<file path="src/rtl/core/spph_pkg.sv">
// Shared constants and types of the spectral peak picker.
package spph_pkg;

  localparam int unsigned BIN_W  = 11;
  localparam int unsigned MAG_W  = 24;
  localparam int unsigned TOL_W  = 6;
  localparam int unsigned MULT_W = 15;  // covers a multiple up to 8192/2 plus one bin step
  localparam logic [BIN_W-1:0] BIN_MAX = 11'd2047;

  localparam logic [0:0] REG_MIN_DISTANCE = 1'b0;
  localparam logic [0:0] REG_HARM_TOL     = 1'b1;

  typedef struct packed {
    logic              valid;
    logic [BIN_W-1:0]  fund;
    logic [MULT_W-1:0] mult;
  } spph_cell_t;

  typedef struct packed {
    logic             adv_en;
    logic             shift_en;
    logic             clear;
    logic [BIN_W-1:0] probe;
    logic [TOL_W-1:0] tol;
  } spph_ctrl_t;

  typedef enum logic [1:0] {
    ST_IDLE  = 2'b01,
    ST_CHECK = 2'b10
  } spph_state_e;

endpackage

</file>
<file path="src/rtl/core/spph_cell.sv">
// One fundamental store cell: holds a fundamental and walks its multiples up to the probe bin.
module spph_cell #(
  parameter int unsigned HALF = 1024
) (
  input  logic                clk_i,
  input  logic                rst_ni,
  input  spph_pkg::spph_ctrl_t ctrl_i,
  input  spph_pkg::spph_cell_t cell_i,
  output spph_pkg::spph_cell_t cell_o,
  output logic                settled_o,
  output logic                near_o
);
  import spph_pkg::*;

  logic              valid_q, valid_d;
  logic [BIN_W-1:0]  fund_q, fund_d;
  logic [MULT_W-1:0] mult_q, mult_d;
  logic [MULT_W-1:0] probe_x, tol_x, fund_x, half_x, diff;
  logic              behind, room;

  assign probe_x = MULT_W'(ctrl_i.probe);
  assign tol_x   = MULT_W'(ctrl_i.tol);
  assign fund_x  = MULT_W'(fund_q);
  assign half_x  = MULT_W'(HALF);

  // multiple lies at least tol below the probe and a next multiple still fits
  assign behind = (mult_q + tol_x) <= probe_x;
  assign room   = (mult_q + fund_x) <= half_x;
  assign diff   = (probe_x >= mult_q) ? (probe_x - mult_q) : (mult_q - probe_x);

  assign settled_o = !valid_q || !(behind && room);
  assign near_o    = valid_q && (mult_q <= half_x) && (diff < tol_x);

  always_comb begin
    valid_d = valid_q;
    fund_d  = fund_q;
    mult_d  = mult_q;
    if (ctrl_i.clear) begin
      valid_d = 1'b0;
    end else if (ctrl_i.shift_en) begin
      valid_d = cell_i.valid;
      fund_d  = cell_i.fund;
      mult_d  = cell_i.mult;
    end else if (ctrl_i.adv_en && valid_q && behind && room) begin
      mult_d = mult_q + fund_x;
    end
  end

  always_ff @(posedge clk_i or negedge rst_ni) begin
    if (!rst_ni) begin
      valid_q <= 1'b0;
    end else begin
      valid_q <= valid_d;
    end
  end

  always_ff @(posedge clk_i) begin
    fund_q <= fund_d;
    mult_q <= mult_d;
  end

  assign cell_o.valid = valid_q;
  assign cell_o.fund  = fund_q;
  assign cell_o.mult  = mult_q;

endmodule

</file>
<file path="config.mk">
export PLATFORM = sky130hd
export DESIGN_NAME = spph_cell
export DESIGN_NICKNAME = d
export VERILOG_FILES = /design/src/rtl/core/spph_pkg.sv /design/src/rtl/core/spph_cell.sv
export SDC_FILE = /design/constraint.sdc
export NUM_CORES = 1
export LEC_CHECK = 0
export ABC_CLOCK_PERIOD_IN_PS = 4250
export BUFFER_PORTS_ARGS = -buffer_cell sky130_fd_sc_hd__buf_2
export CORE_ASPECT_RATIO = 0.75
export CORE_UTILIZATION = 50
export DETAILED_ROUTE_END_ITERATION = 7
export HOLD_SLACK_MARGIN = 0.1
export MAX_ROUTING_LAYER = met4
export PLACE_DENSITY_LB_ADDON = 0.12
export SYNTH_ARGS = -nofsm -noshare
export SYNTH_HDL_FRONTEND = slang
export SYNTH_SLANG_ARGS = --single-unit
</file>
<file path="constraint.sdc">
create_clock -name clk_i -period 4.25 [get_ports clk_i]
set_input_delay 0.85 -clock clk_i [delete_from_list [all_inputs] [get_ports clk_i]]
set_output_delay 0.85 -clock clk_i [all_outputs]
set_load 0.02 [all_outputs]
</file>
==> results.txt <==
* Critical path capture point type: output port
* Layout cell share with drive strength beyond 1: 0.352
- Delay of the slowest cell on the worst path: 0.37 ns
- Hold WC Path Type: input pin to asynchronous set/reset pin
* Worst r2r src: mult_q[1]
- Die ar.: 7190 um^2
* Setup skew after layout: 0.00372 ns
- The critical path in this run is classified as input pin to output port.
- Syn nets: 515
- The initial antenna violation count was 0.
* Maximum clock insertion buffer count: 2
- Period utilisation layout: 1.16
- Using the TritonRoute via totals, the vias-per-cell ratio works out to 5.48.
- Entering global routing, the biggest net connects 32 pins.
- Counting flops and latches in the post-synthesis netlist gives 27.
- The later pin in the worst-skew pair is clocked with a latency of 0.28 ns.
- Root buffer cell: clkbuf_8
* Arrival time reported for the critical path endpoint: 4.07 ns
- In this run the number of H-tree levels came out at 1.
- Counting every sink on the clock net gives 27.
- Final slew viol count: 0
* Setup TNS: -0.983 ns
- Post-detailed-route DRC marker count: 0
- The flow ran to the end, but the final reports show violations.
* Worst setup path start: ctrl_i[7]
* Clock Pin Slew Worst Setup and Hold Paths: 0.09 ns
- The completed layout was analyzed and its total power is 1120 uW.
- After synthesis, the cell types taking the most area are edfxtp_1 23%, ha_1 20%, inv_1 5.1%, o21ai_0 5.0%, xnor2_1 4.9%.
* Placement row count: 25
* ANT cells: 0
- Worst VDD drop: 165 uV
* Number of setup violations in the final report: 2
- Compared with the post-synthesis result, the final layout area differs by 40.3%.
* Routability-driven placement congestion ratio: 0.983
- Netlist Area Pre-Place: 3430 um^2
- Initial cell density of the core: 0.532
* Core Box Area: 6440 um^2
* Minimum clock period after layout: 4.92 ns
- DR WL/cell: 15.6 um
* Height of the die: 73.7 um
- Along the worst path, the maximum fanout reaches 5.
* Req. time, crit path: 3.40 ns
- Synth async-reset ratio: 0.0370
* Die width: 97.6 um
- Of the synthesized area, sequential elements account for 0.235.
* Synth warnings: 0
- Number of global-route vias before repair: 3,402
* Top-level I/O count: 78
- The slowest stage of the critical path belongs to the cell o41ai_2.
- For this design the static power due to leakage is 0.00236 uW.
- Number of buffers inserted during clock tree synthesis: 3
- Area share of the leading cell type in the synthesized netlist: 0.228
- Final setup slack of the worst path: -0.668 ns
* Quantity of I/O buffers inserted on ports: 77
- Total global routing overflow: 0
- Summed over all layers, the routed wires come to 10,200 um.
- Initial DRC Count: 170
- CTS hold repair buffers: 0
- In this run the tightest slew margin relative to its limit is 0.524.
* Violations in the final reports: setup timing
* Net count of the finished layout: 683
* Length of the first detailed-routing pass in iterations: 4
* Count of mapped cells out of synthesis: 407
- Counting flops with a built-in enable in the synthesized netlist gives 26.
- The final route contains 3,587 vias.
- Highest clock rate: 203 MHz
- CTS tree: yes
* Cell breakdown of the critical path: buf_8, clkinvlp_4, ha_4, nor2b_4, o211ai_1, a21oi_2, o41ai_2, o31ai_1, o211ai_1, buf_4, buf_6, mux2i_1, xor2_1, ha_1, nor2b_1, o21ai_1, nand2b_1, a221oi_4, buf_6
* Power density over the cells: 233 nW/um^2
- Setup crit start kind: input pin
- Synthesized area divided by synthesized cell count: 8.42 um^2
- Global-route wire length before repair: 16,400 um
* Number of max-capacitance violations reported: 0
- After filler insertion, the fill cell instance count of the layout stands at 516.
* Detailed-placement wirelength estimate: 8380 um
- Combined global-route utilization of all metal layers: 0.298
* Cell type with the highest aggregate area in the netlist: edfxtp_1
* Count of endpoints failing hold in the final timing report: 0
- Post-synth cell types: 55
- Setup repair after global routing could not meet its margin everywhere.
- Detail Route Antenna Nets: 0
- Buf/Inv on CP: 5
- In the synthesized netlist the dominant register cell turns out to be edfxtp_1.
* Top delay family on crit path: compound AO/OA/AOI/OAI gates
- Transition at the pin with the smallest max-transition slack: 0.708 ns
[area by class of cell]
type                            count  area (um^2)  share of cell area
Sequential cell                    27          806               0.168
Multi-Input combinational cell    322         2510               0.522
Timing Repair Buffer              174         1170               0.243
Clock buffer                        4         45.0             0.00937
Tap cell                           81          101              0.0211
Inverter                           47          180              0.0375
[logic make-up (layout without fill, tap and decap cells)]
kind of cell | count (synthesis) | after routing | synth area share
AO/OA/AOI/OAI | 111 | 111 | 0.207
XOR/XNOR | 29 | 29 | 0.0741
adder cells (fa/ha/maj) | 59 | 59 | 0.224
buffers and inverters | 58 | 225 | 0.0668
flip-flops | 27 | 27 | 0.235
multiplexers | 10 | 10 | 0.0296
AND/OR/NAND/NOR | 113 | 113 | 0.163
[cells in the final DEF (no fill, tap or decap), types with 2 or more instances in the layout]
cell       n
clkbuf_8   3
o31a_1     2
nor2b_4    2
a21oi_2    3
o21a_1     5
nor4_1     5
edfxtp_1  26
xnor2_1   17
a211oi_1   4
mux2i_1    9
a21o_1     5
buf_8      2
o21ai_2    2
nand2b_1   4
and3_1     3
nand3_1   15
o21bai_1   3
a31oi_1    2
nor2b_1    6
xnor2_2    2
nand4b_1   2
ha_1      52
inv_1     45
o21ai_0   29
nor3_1     4
xor2_1    10
buf_6      4
o21ai_1    3
o221ai_1   3
nand2_1   29
ha_4       3
o211ai_1   5
buf_2     73
buf_4     94
nor2_1    29
fa_1       3
nand4_1    5
a21oi_1   27
[cell usage after synthesis, drive strengths merged, types with 10 or more instances]
library cell  instances
nor2                 29
o21ai                34
inv                  47
a21oi                30
nand3                16
nand2                30
xor2                 10
edfxtp               26
ha                   55
xnor2                19
[stage by stage]
stage           util  worst slack, ns  instance area, um^2  hold WS, ns  cells
2_1_floorplan      -           -0.320                 3470        0.532    407
3_3_place_gp   0.708           -0.666                 4560        0.625    640
3_5_place_dp   0.708           -0.802                 4560        0.627    640
4_1_cts        0.733           -0.639                 4720        0.320    650
5_1_grt        0.746           -0.848                 4810        0.310    655
6_report       0.746           -0.668                 4810        0.326    655
[worst paths after layout]
check | endpoint | slack [ns] | cells past startpoint
max in group asynchronous | valid_q | 3.84 | 1
max reg2reg | mult_q[10] | 0.23 | 17
max | near_o | -0.67 | 19
min in group clk_i | valid_q | 0.69 | 2
min | valid_q | 0.33 | 1
min reg2reg | valid_q | 0.69 | 2
[what timing repair did]
action                     4_1_cts  5_1_grt
gates resized for setup         20       12
pin swaps                       14       25
setup buffers                    6        5
setup endpoints to repair        2        9
[state kept, by name, indices dropped and copies added, names as in the netlist]
register  count
mult_q       15
valid_q       1
fund_q       11
[power by group]
| group | switching, uW | total (uW) | internal, uW | leakage [uW] |
|---|---|---|---|---|
| registers | 14.0 | 330 | 316 | 0.000258 |
| clock network | 82.9 | 150 | 67.4 | 0.0000228 |
| logic | 334 | 638 | 304 | 0.00208 |
| total | 431 | 1120 | 687 | 0.00236 |
[per-layer routing]
metal | vias up | global-route usage | share of wire
li1 | 1801 | - | -
met3 | 15 | 0.0324 | 0.047
met1 | 1659 | 0.397 | 0.49
met5 | - | - | 0
met4 | 0 | 0.0670 | 0.013
met2 | 112 | 0.493 | 0.45
(Power assumes the default switching activity.)
